==> config.mk <==
export PLATFORM = sky130hd
export DESIGN_NAME = i2c_master_irq_transfer_sequencer
export DESIGN_NICKNAME = d
export VERILOG_FILES = /design/src/rtl/i2cseq_pkg.sv /design/src/rtl/i2cseq_in_stage.sv /design/src/rtl/i2cseq_core.sv /design/src/rtl/i2cseq_out_stage.sv /design/src/rtl/i2c_master_irq_transfer_sequencer.sv
export SDC_FILE = /design/constraint.sdc
export NUM_CORES = 1
export LEC_CHECK = 0
export ABC_AREA = 1
export BUFFER_PORTS_ARGS = -buffer_cell sky130_fd_sc_hd__buf_2
export CAP_MARGIN = 20
export CORE_ASPECT_RATIO = 1.5
export CORE_MARGIN = 2
export CORE_UTILIZATION = 52
export DETAILED_ROUTE_END_ITERATION = 8
export GPL_TIMING_DRIVEN = 0
export PLACE_DENSITY = 0.77
export SYNTH_ARGS = -nofsm -noshare
export SYNTH_HDL_FRONTEND = slang
export SYNTH_SLANG_ARGS = --single-unit
==> constraint.sdc <==
create_clock -name aclk -period 2.59 [get_ports aclk]
set_input_delay 0.1295 -clock aclk [delete_from_list [all_inputs] [get_ports aclk]]
set_output_delay 0.1295 -clock aclk [all_outputs]
set_load 0.1 [all_outputs]
==> src/rtl/i2cseq_pkg.sv <==
// Shared types and constants for the I2C interrupt-driven transfer sequencer.
package i2cseq_pkg;

    localparam int LENGTH_BITS = 16;

    typedef logic [LENGTH_BITS-1:0] len_t;

    // Request kinds carried in req_type
    typedef enum logic [1:0] {
        REQ_BEGIN_TX = 2'd0,
        REQ_BEGIN_RX = 2'd1,
        REQ_EVENT    = 2'd2,
        REQ_ERROR    = 2'd3
    } req_kind_t;

    // Transfer state, one-hot
    typedef enum logic [2:0] {
        ST_READY   = 3'b001,
        ST_BUSY_RX = 3'b010,
        ST_BUSY_TX = 3'b100
    } xfer_state_t;

    // Reported state codes
    localparam logic [1:0] PRIOR_READY   = 2'd0;
    localparam logic [1:0] PRIOR_BUSY_RX = 2'd1;
    localparam logic [1:0] PRIOR_BUSY_TX = 2'd2;

    // Status flag bit positions
    localparam int FLAG_SB    = 0;
    localparam int FLAG_ADDR  = 1;
    localparam int FLAG_BTF   = 2;
    localparam int FLAG_STOPF = 3;
    localparam int FLAG_TXE   = 4;
    localparam int FLAG_RXNE  = 5;

    // Notification bit positions
    localparam int NOTE_TX_DONE  = 0;
    localparam int NOTE_RX_DONE  = 1;
    localparam int NOTE_STOP     = 2;
    localparam int NOTE_SLV_SEND = 3;
    localparam int NOTE_SLV_RECV = 4;

    typedef struct packed {
        req_kind_t   req_type;
        logic [15:0] transfer_length;
        logic [6:0]  target_address;
        logic        repeated_start;
        logic [5:0]  flag_bits;
        logic        is_master;
        logic        is_transmitter;
        logic [7:0]  tx_byte;
        logic [7:0]  rx_byte;
    } req_t;

    typedef struct packed {
        logic [1:0] prior_status;
        logic       start_issued;
        logic       data_write;
        logic [7:0] data_value;
        logic       tx_taken;
        logic       rx_valid;
        logic [7:0] rx_data;
        logic       ack_level;
        logic       stop_issued;
        logic [4:0] notify_mask;
        logic [4:0] error_mask;
    } result_t;

endpackage

==> src/rtl/i2cseq_in_stage.sv <==
// Input register stage holding one accepted request.
module i2cseq_in_stage (
    input  logic                aclk,
    input  logic                aresetn,
    input  logic                s_valid,
    output logic                s_ready,
    input  i2cseq_pkg::req_t    in_req,
    input  logic                advance,
    output logic                req_valid,
    output i2cseq_pkg::req_t    req_q
);
    import i2cseq_pkg::*;

    logic valid_reg, valid_next;
    req_t req_reg;

    assign s_ready   = !valid_reg || advance;
    assign req_valid = valid_reg;
    assign req_q     = req_reg;

    always_comb begin
        valid_next = valid_reg;
        if (s_valid && s_ready) begin
            valid_next = 1'b1;
        end else if (advance) begin
            valid_next = 1'b0;
        end
    end

    always_ff @(posedge aclk) begin
        if (!aresetn) begin
            valid_reg <= 1'b0;
        end else begin
            valid_reg <= valid_next;
        end
    end

    always_ff @(posedge aclk) begin
        if (s_valid && s_ready) begin
            req_reg <= in_req;
        end
    end

endmodule

==> src/rtl/i2cseq_core.sv <==
// Transfer state registers and per-request sequencing logic.
module i2cseq_core (
    input  logic                 aclk,
    input  logic                 aresetn,
    input  logic                 cfg_we,
    input  logic                 cfg_wdata,
    input  logic                 advance,
    input  i2cseq_pkg::req_t     req,
    output i2cseq_pkg::result_t  res
);
    import i2cseq_pkg::*;

    xfer_state_t state_reg, state_next;
    logic [6:0]  peer_reg, peer_next;
    len_t        tx_rem_reg, tx_rem_next;
    len_t        rx_rem_reg, rx_rem_next;
    len_t        rx_tot_reg, rx_tot_next;
    logic        hold_reg, hold_next;
    logic        irq_reg, irq_next;
    logic        ack_reg, ack_next;
    logic        ack_restore_reg;

    always_comb begin
        logic busy;
        logic [5:0] fl;

        busy = (state_reg != ST_READY);
        fl   = req.flag_bits;

        state_next  = state_reg;
        peer_next   = peer_reg;
        tx_rem_next = tx_rem_reg;
        rx_rem_next = rx_rem_reg;
        rx_tot_next = rx_tot_reg;
        hold_next   = hold_reg;
        irq_next    = irq_reg;
        ack_next    = ack_reg;
        res         = '0;

        unique case (state_reg)
            ST_BUSY_RX: res.prior_status = PRIOR_BUSY_RX;
            ST_BUSY_TX: res.prior_status = PRIOR_BUSY_TX;
            default:    res.prior_status = PRIOR_READY;
        endcase

        unique case (req.req_type)
            REQ_BEGIN_TX, REQ_BEGIN_RX: begin
                if (!busy) begin
                    if (req.req_type == REQ_BEGIN_TX) begin
                        state_next  = ST_BUSY_TX;
                        tx_rem_next = len_t'(req.transfer_length);
                    end else begin
                        state_next  = ST_BUSY_RX;
                        rx_rem_next = len_t'(req.transfer_length);
                        rx_tot_next = len_t'(req.transfer_length);
                    end
                    peer_next        = req.target_address;
                    hold_next        = req.repeated_start;
                    irq_next         = 1'b1;
                    res.start_issued = 1'b1;
                end
            end
            REQ_EVENT: begin
                // flags are handled in order; later flags see earlier updates
                if (irq_reg) begin
                    if (fl[FLAG_SB]) begin
                        if (state_next == ST_BUSY_TX) begin
                            res.data_write = 1'b1;
                            res.data_value = {peer_next, 1'b0};
                        end else if (state_next == ST_BUSY_RX) begin
                            res.data_write = 1'b1;
                            res.data_value = {peer_next, 1'b1};
                        end
                    end
                    if (fl[FLAG_ADDR] && req.is_master && state_next == ST_BUSY_RX
                        && rx_tot_next == len_t'(1)) begin
                        ack_next = 1'b0;
                    end
                    if (fl[FLAG_BTF] && fl[FLAG_TXE] && state_next == ST_BUSY_TX
                        && tx_rem_next == '0) begin
                        res.stop_issued = !hold_next;
                        tx_rem_next     = '0;
                        irq_next        = 1'b0;
                        state_next      = ST_READY;
                        if (ack_restore_reg) begin
                            ack_next = 1'b1;
                        end
                        res.notify_mask[NOTE_TX_DONE] = 1'b1;
                    end
                    if (fl[FLAG_STOPF]) begin
                        res.notify_mask[NOTE_STOP] = 1'b1;
                    end
                    if (fl[FLAG_TXE]) begin
                        if (req.is_master) begin
                            if (state_next == ST_BUSY_TX && tx_rem_next != '0) begin
                                res.data_write = 1'b1;
                                res.data_value = req.tx_byte;
                                res.tx_taken   = 1'b1;
                                tx_rem_next    = tx_rem_next - len_t'(1);
                            end
                        end else if (req.is_transmitter) begin
                            res.notify_mask[NOTE_SLV_SEND] = 1'b1;
                        end
                    end
                    if (fl[FLAG_RXNE]) begin
                        if (state_next == ST_BUSY_RX && req.is_master) begin
                            if (rx_tot_next != '0) begin
                                if (rx_tot_next > len_t'(1)
                                    && 32'(rx_rem_next) == 32'd2) begin
                                    ack_next = 1'b0;
                                end
                                res.rx_valid = 1'b1;
                                res.rx_data  = req.rx_byte;
                                if (rx_rem_next != '0) begin
                                    rx_rem_next = rx_rem_next - len_t'(1);
                                end
                            end
                            if (rx_rem_next == '0) begin
                                res.stop_issued = 1'b1;
                                rx_tot_next     = '0;
                                irq_next        = 1'b0;
                                state_next      = ST_READY;
                                if (ack_restore_reg) begin
                                    ack_next = 1'b1;
                                end
                                res.notify_mask[NOTE_RX_DONE] = 1'b1;
                            end
                        end else if (!req.is_transmitter) begin
                            res.notify_mask[NOTE_SLV_RECV] = 1'b1;
                        end
                    end
                end
            end
            REQ_ERROR: begin
                if (irq_reg) begin
                    res.error_mask = fl[4:0];
                end
            end
            default: ;
        endcase

        res.ack_level = ack_next;
    end

    always_ff @(posedge aclk) begin
        if (!aresetn) begin
            state_reg       <= ST_READY;
            peer_reg        <= '0;
            tx_rem_reg      <= '0;
            rx_rem_reg      <= '0;
            rx_tot_reg      <= '0;
            hold_reg        <= 1'b0;
            irq_reg         <= 1'b0;
            ack_reg         <= 1'b0;
            ack_restore_reg <= 1'b1;
        end else begin
            if (advance) begin
                state_reg  <= state_next;
                peer_reg   <= peer_next;
                tx_rem_reg <= tx_rem_next;
                rx_rem_reg <= rx_rem_next;
                rx_tot_reg <= rx_tot_next;
                hold_reg   <= hold_next;
                irq_reg    <= irq_next;
                ack_reg    <= ack_next;
            end
            if (cfg_we) begin
                ack_restore_reg <= cfg_wdata;
            end
        end
    end

endmodule

==> src/rtl/i2cseq_out_stage.sv <==
// Result register stage feeding the result channel.
module i2cseq_out_stage (
    input  logic                 aclk,
    input  logic                 aresetn,
    input  logic                 advance,
    input  i2cseq_pkg::result_t  res,
    output logic                 m_valid,
    input  logic                 m_ready,
    output i2cseq_pkg::result_t  res_q
);
    import i2cseq_pkg::*;

    logic    valid_reg, valid_next;
    result_t res_reg;

    assign m_valid = valid_reg;
    assign res_q   = res_reg;

    always_comb begin
        valid_next = valid_reg;
        if (advance) begin
            valid_next = 1'b1;
        end else if (m_ready) begin
            valid_next = 1'b0;
        end
    end

    always_ff @(posedge aclk) begin
        if (!aresetn) begin
            valid_reg <= 1'b0;
        end else begin
            valid_reg <= valid_next;
        end
    end

    always_ff @(posedge aclk) begin
        if (advance) begin
            res_reg <= res;
        end
    end

endmodule

==> src/rtl/i2c_master_irq_transfer_sequencer.sv <==
// Top level of the interrupt-driven I2C master transfer sequencer.
//
//   channel   direction  handshake          contents
//   s_*       in         s_valid/s_ready    begin, status event or error event request
//   m_*       out        m_valid/m_ready    one result per request
//   cfg_*     in         cfg_we (no wait)   ack_restore bit
//
// Each request lands in the input register, is decoded in one combinational
// pass against the state registers and lands in the result register, so a new
// request can be taken every cycle while m_ready is high.
// m_valid rises once the request has moved from the input register into the
// result register; a stalled result holds it in the input register.
// Reset (aresetn low, synchronous) empties both stages, puts the sequencer in
// ready with interrupts off, ACK low and ack_restore set.
// A stalled result holds the pipe: s_ready drops only when both stages are full.
module i2c_master_irq_transfer_sequencer (
    input  logic       aclk,
    input  logic       aresetn,
    // configuration
    input  logic       cfg_we,
    input  logic       cfg_wdata,
    // request channel
    input  logic       s_valid,
    output logic       s_ready,
    input  logic [1:0] s_req_type,
    input  logic [15:0] s_transfer_length,
    input  logic [6:0] s_target_address,
    input  logic       s_repeated_start,
    input  logic [5:0] s_flag_bits,
    input  logic       s_is_master,
    input  logic       s_is_transmitter,
    input  logic [7:0] s_tx_byte,
    input  logic [7:0] s_rx_byte,
    // result channel
    output logic       m_valid,
    input  logic       m_ready,
    output logic [1:0] m_prior_status,
    output logic       m_start_issued,
    output logic       m_data_write,
    output logic [7:0] m_data_value,
    output logic       m_tx_taken,
    output logic       m_rx_valid,
    output logic [7:0] m_rx_data,
    output logic       m_ack_level,
    output logic       m_stop_issued,
    output logic [4:0] m_notify_mask,
    output logic [4:0] m_error_mask
);
    import i2cseq_pkg::*;

    req_t    in_req;
    req_t    req_q;
    logic    req_valid;
    logic    advance;
    result_t res;
    result_t res_q;

    // pack the request fields
    always_comb begin
        in_req.req_type        = req_kind_t'(s_req_type);
        in_req.transfer_length = s_transfer_length;
        in_req.target_address  = s_target_address;
        in_req.repeated_start  = s_repeated_start;
        in_req.flag_bits       = s_flag_bits;
        in_req.is_master       = s_is_master;
        in_req.is_transmitter  = s_is_transmitter;
        in_req.tx_byte         = s_tx_byte;
        in_req.rx_byte         = s_rx_byte;
    end

    // a held request moves on whenever the result register is free or draining
    assign advance = req_valid && (!m_valid || m_ready);

    i2cseq_in_stage u_in_stage (
        .aclk      (aclk),
        .aresetn   (aresetn),
        .s_valid   (s_valid),
        .s_ready   (s_ready),
        .in_req    (in_req),
        .advance   (advance),
        .req_valid (req_valid),
        .req_q     (req_q)
    );

    // state update and result decode happen in the same cycle as advance
    i2cseq_core u_core (
        .aclk      (aclk),
        .aresetn   (aresetn),
        .cfg_we    (cfg_we),
        .cfg_wdata (cfg_wdata),
        .advance   (advance),
        .req       (req_q),
        .res       (res)
    );

    i2cseq_out_stage u_out_stage (
        .aclk    (aclk),
        .aresetn (aresetn),
        .advance (advance),
        .res     (res),
        .m_valid (m_valid),
        .m_ready (m_ready),
        .res_q   (res_q)
    );

    // unpack the result fields
    assign m_prior_status = res_q.prior_status;
    assign m_start_issued = res_q.start_issued;
    assign m_data_write   = res_q.data_write;
    assign m_data_value   = res_q.data_value;
    assign m_tx_taken     = res_q.tx_taken;
    assign m_rx_valid     = res_q.rx_valid;
    assign m_rx_data      = res_q.rx_data;
    assign m_ack_level    = res_q.ack_level;
    assign m_stop_issued  = res_q.stop_issued;
    assign m_notify_mask  = res_q.notify_mask;
    assign m_error_mask   = res_q.error_mask;

    // a start is only ever issued from the ready state
    a_start_from_ready: assert property (@(posedge aclk) disable iff (!aresetn)
        m_valid && m_start_issued |-> m_prior_status == PRIOR_READY)
        else $error("start issued while busy");

    // a consumed transmit byte always goes to the data register
    a_taken_writes: assert property (@(posedge aclk) disable iff (!aresetn)
        m_valid && m_tx_taken |-> m_data_write)
        else $error("tx byte taken without data write");

    // input side stalls only when both stages are full and the output is blocked
    a_ready_stall: assert property (@(posedge aclk) disable iff (!aresetn)
        !s_ready |-> req_valid && m_valid && !m_ready)
        else $error("request stalled with room in pipe");

    // a result is loaded in the cycle after its request advances
    a_advance_loads: assert property (@(posedge aclk) disable iff (!aresetn)
        advance |=> m_valid)
        else $error("advanced request lost");

endmodule

==> results.cfg <==
[floorplanning]
core-area_sq_um = 13000
start_util_pct = 53.1
io_pins = 92
die_h_microns = 145
rows = 51
die_w_microns = 97.9
die-area_sq_um = 14200

[logic_synthesis]
synth.net_count = 860
syn-cell-area_sq_um = 6880
synth_largest_area_cell = edfxtp_1
synth_area_leaders = edfxtp_1 37%, dfxtp_1 19%, nand2_1 9.7%
synth_edf_count = 84
ys.flop_type = edfxtp_1
syn_avg_cell_area_sq_um = 8.60
seq_area_frac_synth_pct = 55.3
yosysTopAreaCellShare_pct = 36.7
ys_warn_count = 0
synth_most_common_cell = nand2_1
yosys-top-cells-count = 178 x nand2_1, 98 x nor2_1, 84 x edfxtp_1, 84 x inv_1, 64 x dfxtp_1
synth-seq-cells = 148
synthCells = 800
synthArstFlopShare_pct = 0
synth.distinct_cells = 38

[cells_and_area]
nNetsFinal = 1026
area_growth_pct = 26.7
fin_util_pct = 67.3
drive_gt1_share_pct = 20.6
largest_reg_flops = 50
diodes = 0

[worst_setup_path]
rr_worst_depth = 15
path_cells = nor2_2 -> nand2_1 -> nor2_4 -> nand3_2 -> nand2_1 -> nor2_1 -> xor2_1 -> nand2_1 -> nor2_2 -> nand2_2 -> nand2_2 -> nand2_4 -> buf_6 -> nand2_2 -> a21oi_2
crit_start = u_core.rx_rem_reg[9]
critical_path_class = register to register
r2r_end = u_core.rx_tot_reg[10]
r2r-start = u_core.rx_rem_reg[9]
cp_slowest_cell = dfxtp_1
regToRegSetupSlack_ns = 0.17
critical-path-top-delay-family = simple AND/OR/NAND/NOR gates
worstSetupStartpointType = register
path_buf_inv = 1
cp-end-kind = register
cp_max_fo = 10
cp.arrival_ns = 2.69
cp_num_cells = 15
critPathMaxStageDelay_ns = 0.38
cp-endpoint = u_core.rx_tot_reg[10]
cp_data_required_time_ns = 2.86

[timing]
finClkSkew_ns = 0.00745
post-route-period-util_pct = 93.5
setup_viol = 0
maxSlewViolCount = 0
min_period_ns = 2.42
max_freq_mhz = 413
rsz0062_at_grt = true
tightest_slew_ns = 0.834
hold_viol_final = 0
relSlewSlack_pct = 44.1
hold-worst-slack_ns = 0.00874

[placed_design]
routabilityCongestion = 0.929
dp_hpwl_microns = 12500
io_buffers = 91

[clocking]
clk_pin_slew_ns = 0.06
cts_sinks = 148
tritoncts = yes
root_buffer = clkbuf_16
clk_path_buf_depth = 2
htree_levels = 4
cts_buffers = 17
worstSkewPairLatency_ns = 0.42

[routing]
wirelength_microns = 18100
drc = 0
drtIter0Drc = 482
drt-vias-per-instance = 5.35
vias = 6090
detail-route-antenna-nets = 0
wire_per_inst_microns = 15.9
drt_pass1_iterations = 6

[outcome]
status = complete, no violations

[grt]
grt_max_degree = 35
grt_pass1_wl_microns = 28300
grt_antenna_before_repair = 0
track_usage_pct = 25.6
overflow = 0
grt_pass1_vias = 5999

[pwr]
p_leak_nw = 3.71
pwr_density_cell_nw_per_um2 = 699
peakVddDrop_mv = 0.705

[min_path]
hold_class = primary input to register

[flow_run]
drv_cap = 0
timing repair:
action | CTS | global route
setup endpoints to repair | 39 | 22
buffers inserted | 1 | 0
gates resized for setup | 0 | 6
endpoints found under the hold margin | 52 | 0
hold buffers | 53 | 0
cloned | 1 | 0
cells by family after synthesis:
group	share of synthesized area, %
AND/OR/NAND/NOR	26.1
flip-flops	55.3
AO/OA/AOI/OAI	10.9
buffers and inverters	6.60
adder cells (fa/ha/maj)	0.728
XOR/XNOR	0.382
per-layer routing:
metal	wire [microns]	track usage, %
met5	0	0
met4	915	16.5
met1	6380	25.3
met2	10000	49.1
met3	796	3.99
how the worst min path moves through the flow:
stage	startpoint	to	slack, ns	cells after the start
after floorplan	s_rx_byte[0]	u_in_stage.req_q[0]	0.23	0
after global placement	s_rx_byte[3]	u_in_stage.req_q[3]	0.31	1
after detailed placement	s_flag_bits[2]	u_in_stage.req_q[20]	0.31	1
after CTS	m_ready	u_in_stage.req_valid	0.01	4
after global routing	aresetn	u_core.peer_reg[4]	0.04	3
final	m_ready	u_in_stage.req_valid	0.009	4
cells in the final DEF, fill, tap and decap left out, types with 2 or more instances in the layout:
cell           instances
inv_6                  4
a221oi_1               3
nand2_4                2
nand3b_1               5
dlygate4sd3_1         53
clkinv_4               4
bufinv_16              2
inv_8                  2
a21oi_1               55
nand2_1              178
xor2_1                 3
nand3_2                7
nor4_1                 2
or2_2                  3
clkbuf_1              11
nor3_2                 2
nor2_4                 6
buf_1                  3
clkbuf_16             17
inv_2                 11
edfxtp_1              84
nand4_1                5
o21ai_1                3
o21bai_1               2
clkinvlp_4             2
nand2_2               14
nor3_1                 8
ha_1                   3
inv_1                 80
a21oi_2               10
dfxtp_2                2
a31oi_1               16
o21ai_0               40
buf_2                 94
buf_6                  3
nor2_2                11
nand3_1               56
buf_4                  2
dfxtp_1               62
nor2_1                98
worst reg2reg max path, delay by kind of cell (launching register included):
family / cells / cell delay, ns
simple gates: 12 / 1.47
compound gates: 1 / 0.05
buf+inv: 1 / 0.18
xor+xnor: 1 / 0.21
flops: 1 / 0.38
cell type report:
cell class	count	area, sq um
tap	159	199
buffer	21	109
clock buffer	17	425
clock inverter	15	169
inverter	92	349
sequential	148	3810
timing repair buffer	146	1010
timing repair inverter	1	5.00
fill	1007	4240
multi-input combinational	539	2640
report_power, final:
group          switching (mW)  internal (mW)  total, mW
Sequential             0.0644           2.60       2.66
Clock                    1.02           1.44       2.47
Combinational           0.664          0.300      0.964
Total                    1.75           4.34       6.09
through the flow:
stage | cells | cell area [sq um] | setup TNS [ns] | total power, mW | worst slack, ns
finish | 1138 | 8710 | 0 | 6.09 | 0.168
floorplan | 800 | 6890 | 0 | 3.36 | 0.00758
detailed placement | 1051 | 7560 | -2.65 | 3.58 | -0.268
CTS | 1138 | 8700 | 0 | 6.08 | 0.104
global route | 1138 | 8710 | -0.00114 | 6.28 | -0.00114
global placement | 1050 | 7540 | -3.13 | 3.57 | -0.263
Power figures use the tool's default switching activity.
